<file path="config.mk">
export PLATFORM = sky130hd
export DESIGN_NAME = server_list_packet_parser_unit
export DESIGN_NICKNAME = d
export VERILOG_FILES = /design/src/hw/rtl/slpp_pkg.sv /design/src/hw/rtl/server_list_packet_parser_unit.sv
export SDC_FILE = /design/constraint.sdc
export NUM_CORES = 1
export LEC_CHECK = 0
export BUFFER_PORTS_ARGS = -buffer_cell sky130_fd_sc_hd__buf_4
export CAP_MARGIN = 25
export CORE_MARGIN = 2
export CORE_UTILIZATION = 49
export CTS_CLUSTER_SIZE = 28
export DETAILED_ROUTE_END_ITERATION = 10
export GPL_TIMING_DRIVEN = 0
export PLACE_DENSITY = 0.67
export SLEW_MARGIN = 25
export SYNTH_ARGS = -nofsm -noshare
export SYNTH_HDL_FRONTEND = slang
export SYNTH_SLANG_ARGS = --single-unit
</file>
<file path="constraint.sdc">
create_clock -name clock -period 13.23 [get_ports clock]
set_input_delay 2.646 -clock clock [delete_from_list [all_inputs] [get_ports clock]]
set_output_delay 2.646 -clock clock [all_outputs]
set_load 0.01 [all_outputs]
</file>
<file path="src/hw/rtl/slpp_pkg.sv">
package slpp_pkg;

   localparam int MAX_PARTS = 32;
   localparam int PART_W    = $clog2(MAX_PARTS);
   localparam int PCOUNT_W  = $clog2(MAX_PARTS + 1);

   localparam logic [7:0] MAX_PART_BYTE = 8'(MAX_PARTS);

   localparam logic [1:0] ACTION_DATA    = 2'd0;
   localparam logic [1:0] ACTION_END     = 2'd1;
   localparam logic [1:0] ACTION_REFRESH = 2'd2;

   localparam logic [31:0] CODE_BANNED   = 32'd3;
   localparam logic [31:0] CODE_WAIT     = 32'd4;
   localparam logic [31:0] CODE_OUTDATED = 32'd5;
   localparam logic [31:0] CODE_PARTS    = 32'd6;

   localparam logic [7:0] MARK_PART_END = 8'd7;
   localparam logic [7:0] MARK_LIST_END = 8'd2;

   localparam logic KIND_SERVER  = 1'b0;
   localparam logic KIND_VERDICT = 1'b1;

   localparam logic [2:0] VERDICT_GOOD     = 3'd0;
   localparam logic [2:0] VERDICT_PENDING  = 3'd1;
   localparam logic [2:0] VERDICT_BANNED   = 3'd2;
   localparam logic [2:0] VERDICT_WAIT     = 3'd3;
   localparam logic [2:0] VERDICT_OUTDATED = 3'd4;
   localparam logic [2:0] VERDICT_BAD      = 3'd5;

   typedef enum logic [3:0] {
      PH_CODE,
      PH_PART,
      PH_MARK,
      PH_COUNT,
      PH_IP,
      PH_PLO,
      PH_PHI,
      PH_FINAL,
      PH_DONE
   } phase_type;

   typedef struct packed {
      logic [1:0] action;
      logic [7:0] data_byte;
   } req_type;

   typedef struct packed {
      logic        kind;
      logic [31:0] server_ip;
      logic [15:0] server_port;
      logic [2:0]  verdict;
   } rsp_type;

endpackage

</file>
<file path="src/hw/rtl/server_list_packet_parser_unit.sv">
// Server list reply parser: takes one decoded reply byte, end-of-packet or refresh request per
// cycle and gives at most one result (server entry or packet verdict) for each, in the cycle
// after acceptance, from a single result register. A request is accepted in every cycle while
// that register is empty or being taken; a held result stalls requests until rsp_ready. Part
// tracking (bitmap of MAX_PARTS bits) survives end of packet; only refresh or reset clears it.
module server_list_packet_parser_unit (
   input  logic              clock,
   input  logic              reset,
   input  logic              req_valid,
   output logic              req_ready,
   input  slpp_pkg::req_type req_data,
   output logic              rsp_valid,
   input  logic              rsp_ready,
   output slpp_pkg::rsp_type rsp_data
);
   import slpp_pkg::*;

   phase_type             phase_ff, phase_in;
   logic [1:0]            byte_index_ff, byte_index_in;
   logic [31:0]           response_word_ff, response_word_in;
   logic [MAX_PARTS-1:0]  parts_seen_ff, parts_seen_in;
   logic [PCOUNT_W-1:0]   parts_expected_ff, parts_expected_in;
   logic                  final_part_seen_ff, final_part_seen_in;
   logic [7:0]            ports_left_ff, ports_left_in;
   logic [31:0]           held_ip_ff, held_ip_in;
   logic [7:0]            port_low_ff, port_low_in;
   logic                  decided_ff, decided_in;
   logic                  rsp_valid_ff, rsp_valid_in;
   rsp_type               rsp_ff, rsp_in;

   logic                  accept;
   logic                  emit;
   logic [7:0]            b;
   logic [31:0]           word;
   logic [PART_W-1:0]     part_num;
   logic [MAX_PARTS-1:0]  part_bit;
   logic [MAX_PARTS-1:0]  all_mask;
   logic [PCOUNT_W-1:0]   part_count;
   logic                  final_now;
   logic [7:0]            ports_dec;

   assign req_ready = !rsp_valid_ff || rsp_ready;
   assign accept    = req_valid && req_ready;
   assign rsp_valid = rsp_valid_ff;
   assign rsp_data  = rsp_ff;

   assign b          = req_data.data_byte;
   assign word       = response_word_ff | (32'(b) << {byte_index_ff, 3'b000});
   assign part_num   = b[PART_W-1:0];
   assign part_bit   = MAX_PARTS'(1) << part_num;
   assign part_count = PCOUNT_W'({1'b0, part_num}) + PCOUNT_W'(1);
   assign ports_dec  = ports_left_ff - 8'd1;

   always_comb begin
      for (int i = 0; i < MAX_PARTS; i++) begin
         all_mask[i] = PCOUNT_W'(i) < parts_expected_ff;
      end
   end

   always_comb begin
      phase_in           = phase_ff;
      byte_index_in      = byte_index_ff;
      response_word_in   = response_word_ff;
      parts_seen_in      = parts_seen_ff;
      parts_expected_in  = parts_expected_ff;
      final_part_seen_in = final_part_seen_ff;
      ports_left_in      = ports_left_ff;
      held_ip_in         = held_ip_ff;
      port_low_in        = port_low_ff;
      decided_in         = decided_ff;
      emit               = 1'b0;
      final_now          = final_part_seen_ff || (b == MARK_LIST_END);
      rsp_in             = '{kind: KIND_VERDICT, server_ip: '0, server_port: '0,
                             verdict: VERDICT_PENDING};

      if (accept) begin
         case (req_data.action)
            ACTION_REFRESH: begin
               phase_in           = PH_CODE;
               byte_index_in      = '0;
               response_word_in   = '0;
               parts_seen_in      = '0;
               parts_expected_in  = '0;
               final_part_seen_in = 1'b0;
               ports_left_in      = '0;
               held_ip_in         = '0;
               port_low_in        = '0;
               decided_in         = 1'b0;
            end
            ACTION_END: begin
               phase_in         = PH_CODE;
               byte_index_in    = '0;
               response_word_in = '0;
               ports_left_in    = '0;
               held_ip_in       = '0;
               port_low_in      = '0;
               decided_in       = 1'b0;
               emit             = !decided_ff;
               rsp_in.verdict   = VERDICT_BAD;
            end
            ACTION_DATA: begin
               case (phase_ff)
                  PH_CODE: begin
                     response_word_in = word;
                     if (byte_index_ff != 2'd3) begin
                        byte_index_in = byte_index_ff + 2'd1;
                     end else begin
                        byte_index_in = '0;
                        if (word == CODE_PARTS) begin
                           phase_in = PH_PART;
                        end else begin
                           emit = 1'b1;
                           if (word == CODE_BANNED)        rsp_in.verdict = VERDICT_BANNED;
                           else if (word == CODE_WAIT)     rsp_in.verdict = VERDICT_WAIT;
                           else if (word == CODE_OUTDATED) rsp_in.verdict = VERDICT_OUTDATED;
                           else                            rsp_in.verdict = VERDICT_PENDING;
                        end
                     end
                  end
                  PH_PART: begin
                     if (b >= MAX_PART_BYTE) begin
                        emit           = 1'b1;
                        rsp_in.verdict = VERDICT_BAD;
                     end else if ((parts_seen_ff & part_bit) != '0) begin
                        emit           = 1'b1;
                        rsp_in.verdict = VERDICT_PENDING;
                     end else begin
                        parts_seen_in = parts_seen_ff | part_bit;
                        if (part_count > parts_expected_ff) begin
                           parts_expected_in = part_count;
                        end
                        phase_in = PH_MARK;
                     end
                  end
                  PH_MARK: begin
                     if (b == MARK_PART_END || b == MARK_LIST_END) begin
                        emit               = 1'b1;
                        final_part_seen_in = final_now;
                        rsp_in.verdict     = (final_now && parts_seen_ff == all_mask) ?
                                             VERDICT_GOOD : VERDICT_PENDING;
                     end else begin
                        phase_in = PH_COUNT;
                     end
                  end
                  PH_COUNT: begin
                     if (b == 8'd0) begin
                        phase_in = PH_FINAL;
                     end else begin
                        ports_left_in = b;
                        held_ip_in    = '0;
                        byte_index_in = '0;
                        phase_in      = PH_IP;
                     end
                  end
                  PH_IP: begin
                     held_ip_in = {held_ip_ff[23:0], b};
                     if (byte_index_ff != 2'd3) begin
                        byte_index_in = byte_index_ff + 2'd1;
                     end else begin
                        byte_index_in = '0;
                        phase_in      = PH_PLO;
                     end
                  end
                  PH_PLO: begin
                     port_low_in = b;
                     phase_in    = PH_PHI;
                  end
                  PH_PHI: begin
                     emit   = 1'b1;
                     rsp_in = '{kind: KIND_SERVER, server_ip: held_ip_ff,
                                server_port: {b, port_low_ff}, verdict: VERDICT_GOOD};
                     if (ports_left_ff != 8'd0) begin
                        ports_left_in = ports_dec;
                        phase_in      = (ports_dec == 8'd0) ? PH_COUNT : PH_PLO;
                     end else begin
                        phase_in = PH_COUNT;
                     end
                  end
                  PH_FINAL: begin
                     emit               = 1'b1;
                     final_part_seen_in = final_now;
                     rsp_in.verdict     = (final_now && parts_seen_ff == all_mask) ?
                                          VERDICT_GOOD : VERDICT_PENDING;
                  end
                  default: begin
                  end
               endcase
               if (emit && rsp_in.kind == KIND_VERDICT) begin
                  phase_in   = PH_DONE;
                  decided_in = 1'b1;
               end
            end
            default: begin
            end
         endcase
      end

      if (accept) begin
         rsp_valid_in = emit;
      end else if (rsp_ready) begin
         rsp_valid_in = 1'b0;
      end else begin
         rsp_valid_in = rsp_valid_ff;
      end
   end

   always_ff @(posedge clock) begin
      if (reset) begin
         phase_ff           <= PH_CODE;
         byte_index_ff      <= '0;
         response_word_ff   <= '0;
         parts_seen_ff      <= '0;
         parts_expected_ff  <= '0;
         final_part_seen_ff <= 1'b0;
         ports_left_ff      <= '0;
         held_ip_ff         <= '0;
         port_low_ff        <= '0;
         decided_ff         <= 1'b0;
         rsp_valid_ff       <= 1'b0;
      end else begin
         phase_ff           <= phase_in;
         byte_index_ff      <= byte_index_in;
         response_word_ff   <= response_word_in;
         parts_seen_ff      <= parts_seen_in;
         parts_expected_ff  <= parts_expected_in;
         final_part_seen_ff <= final_part_seen_in;
         ports_left_ff      <= ports_left_in;
         held_ip_ff         <= held_ip_in;
         port_low_ff        <= port_low_in;
         decided_ff         <= decided_in;
         rsp_valid_ff       <= rsp_valid_in;
      end
   end

   always_ff @(posedge clock) begin
      if (accept && emit) begin
         rsp_ff <= rsp_in;
      end
   end

`ifndef NO_ASSERTIONS
   a_decided_done: assert property (@(posedge clock) disable iff (reset)
      decided_ff == (phase_ff == PH_DONE))
      else $error("decided flag and done phase disagree");

   a_parts_in_range: assert property (@(posedge clock) disable iff (reset)
      (parts_seen_ff & ~all_mask) == '0)
      else $error("part seen above expected count");

   a_refresh_clears: assert property (@(posedge clock) disable iff (reset)
      accept && req_data.action == ACTION_REFRESH |=>
         parts_seen_ff == '0 && !final_part_seen_ff && !rsp_valid_ff)
      else $error("refresh did not clear tracking");

   a_end_restarts: assert property (@(posedge clock) disable iff (reset)
      accept && req_data.action == ACTION_END |=> phase_ff == PH_CODE && !decided_ff)
      else $error("end of packet did not restart parser");

   a_result_shape: assert property (@(posedge clock) disable iff (reset)
      rsp_valid_ff && rsp_ff.kind == KIND_VERDICT |->
         rsp_ff.server_ip == '0 && rsp_ff.server_port == '0)
      else $error("verdict carries server fields");
`endif

endmodule
</file>
==> out/results.txt <==
Vias: 7747
Hold Crit Class: register to register
DRC violations left: 0
Initial Utilization: 0.502
Commonest cells post-synth: 127 x dfxtp_1, 112 x a21oi_1, 111 x nand2_1, 108 x nor2_1, 58 x nand3_1
Count of clock tree sinks: 179
Full die area: 0.0189 mm2
Worst skew pair latency: 0.44 ns
Post-synth EDFFs: 52
H-tree levels: 4
PD cells: 118 mW/mm2
Worst hold start: port_low_ff[7]
Fmax: 173 MHz
Tot GR Track Use: 0.267
Final slew viol count: 0
GPL Wtd Cong: 0.956
Postcts setup bufs: 0
Initial antenna violation count: 0
Lkg Pwr: 0.00372 uW
Synthesized flop and latch total: 179
Worst r2r src: parts_expected_ff[3]
Mean Syn Cell Area: 8.66 um2
Max Cap Violations: 0
Setup crit end kind: register
Final period utilization: 0.436
Crit-path max FO: 23
Ant diodes: 0
Grt ovf: 0
CTS Root Cell: clkbuf_16
Vias in the first global route: 6976
Synth warnings: 0
Most frequent cell after synthesis: dfxtp_1
Post-layout min period: 5.77 ns
Setup TNS: 0 ns
Largest net degree at the start of global routing: 24
CP arrival: 5.97 ns
ANT nets after route: 0
RSZ-0062 raised after global routing: false
TritonCTS buffer count: 17
Kind of critical path: input pin to register
Die span in x: 137 um
Skew final: 0.0101 ns
Synth unique cells: 79
Top post-synthesis cells by area: dfxtp_1 29%, edfxtp_1 18%, a21oi_1 6.4%
Layout area overhead: 16.5%
CTS tree: done
Core area: 0.0174 mm2
Crit path launch: req_data[0]
Placed Area: 0.00954 mm2
Final setup fails: 0
DR vias/cell: 5.83
Detailed Route Iter0 Violations: 1004
Max VDD drop: 0.0996 mV
Synth top area share: 0.292
First-pass GRT wire length: 38300 um
Asr flop ratio synth: 0
Slew margin rel.: 0.470
Synth Instances: 1007
Register area share after synthesis: 0.471
1st-pass router iterations: 5
Reg clk slew, reported paths: 0.07 ns
Wire per inst: 18.5 um
Post-DP HPWL: 18000 um
Hold_buf cts: 0
Site row count: 48
Max Root-Sink Buffers: 2
Slew @ Worst Pin: 0.795 ns
Layout Nets: 1124
I/O pin count: 68
DRT Wirelength: 24600 um
Worst Setup Slack, final: 7.46 ns
Mapped Area: 0.00872 mm2
Setup slack at placement: 7.08 ns
Status: finished, final reports clean
Resized cells post-CTS: 0
IO buf count: 62
Crit path launch type: input pin
Die height: 137 um
Post-synth top flop: dfxtp_1
Final hold violation count: 0
Net Count, Synth: 1041
Cell taking the most area after synthesis: dfxtp_1
Fin area: 0.0102 mm2
Critical Path RT: 13.43 ns
Layout cells sized above 1: 0.129
## logic make-up after synthesis
family	synth area share
DFF	0.471
xor gates and xnor gates	0.0141
buffers and inverters	0.0491
muxes	0.0221
AOI/OAI and AO/OA	0.185
and+or+nand+nor	0.229
adders and majority gates	0.0298
## layer usage
layer  wire length (um)  GRT usage  part of all wire
met1              11600      0.387              0.47
met2              10700      0.396              0.43
met3               1730     0.0522             0.070
met4                597     0.0968             0.024
met5                  0          0                 0
## critical path, stage by stage
cell and delay (ns):
buf_4 0.13, clkbuf_1 0.47, inv_1 0.37, ha_1 0.29, buf_2 0.18, a22oi_1 0.20, a2111oi_0 0.14, a2111oi_1 0.28
nand4_1 0.27, a21oi_1 0.32, o22ai_4 0.23, buf_16 0.24, buf_16 0.17
## flip-flops by register name, indices dropped and copies added, names as in the netlist, 2 cells and up
| signal | flops |
|---|---|
| port_low_ff | 8 |
| byte_index_ff | 2 |
| rsp_data | 52 |
| response_word_ff | 32 |
| parts_seen_ff | 32 |
| ports_left_ff | 8 |
| held_ip_ff | 32 |
| phase_ff | 4 |
| parts_expected_ff | 6 |
## report_power, final
| part | internal [uW] | switching [uW] | total [uW] |
|---|---|---|---|
| Sequential | 569 | 3.98 | 573 |
| Combinational | 32.1 | 66.2 | 98.3 |
| Clock | 276 | 251 | 527 |
| Total | 877 | 321 | 1200 |
## through the flow
| stage | instances | hold WS, ns | util | power, uW |
|---|---|---|---|---|
| 2_1_floorplan | 1007 | 0.427 | - | 647 |
| 3_3_place_gp | 1294 | 0.434 | 0.545 | 681 |
| 3_5_place_dp | 1296 | 0.440 | 0.549 | 682 |
| 5_1_grt | 1328 | 0.478 | 0.585 | 1230 |
| 6_report | 1328 | 0.450 | 0.585 | 1200 |
| 4_1_cts | 1328 | 0.450 | 0.585 | 1200 |
## area by class of cell
type                    count  area (um2)
plain buffers              70         319
clock buffers              17         425
clock inverters            15         201
fillers                  1577        7190
inverters                  29         109
multi-input cells         729        4200
flip-flops and latches    179        4100
well taps                 225         282
repair buffers             64         520
## worst paths after layout
check                                      end  slack (ns)  cells past startpoint
worst max-delay path              rsp_data[19]        7.46                     13
worst min-delay path            port_low_ff[7]        0.45                      2
worst max register to register     rsp_data[0]       10.12                      9
worst min register to register  port_low_ff[7]        0.45                      2
## placed cells by master, fill, tap and decap left out, drive strengths merged, types with 4 or more instances in the layout
| master | count |
|---|---|
| xnor2 | 9 |
| clkinv | 6 |
| nor4 | 11 |
| o22ai | 8 |
| a41oi | 7 |
| nand3 | 58 |
| dfxtp | 127 |
| nand3b | 4 |
| mux2 | 5 |
| o211ai | 5 |
| o32ai | 4 |
| ha | 20 |
| xor2 | 5 |
| o21ai | 44 |
| and3 | 6 |
| mux2i | 11 |
| inv | 36 |
| a22oi | 9 |
| a31oi | 18 |
| o21a | 7 |
| buf | 93 |
| o2111ai | 4 |
| nor2b | 8 |
| nand4 | 11 |
| a21oi | 113 |
| nor3 | 20 |
| nand2 | 113 |
| clkbuf | 58 |
| nand2b | 10 |
| and2 | 49 |
| a21o | 7 |
| a32oi | 5 |
| edfxtp | 52 |
| o31ai | 4 |
| nor2 | 109 |
(Power assumes the default switching activity.)
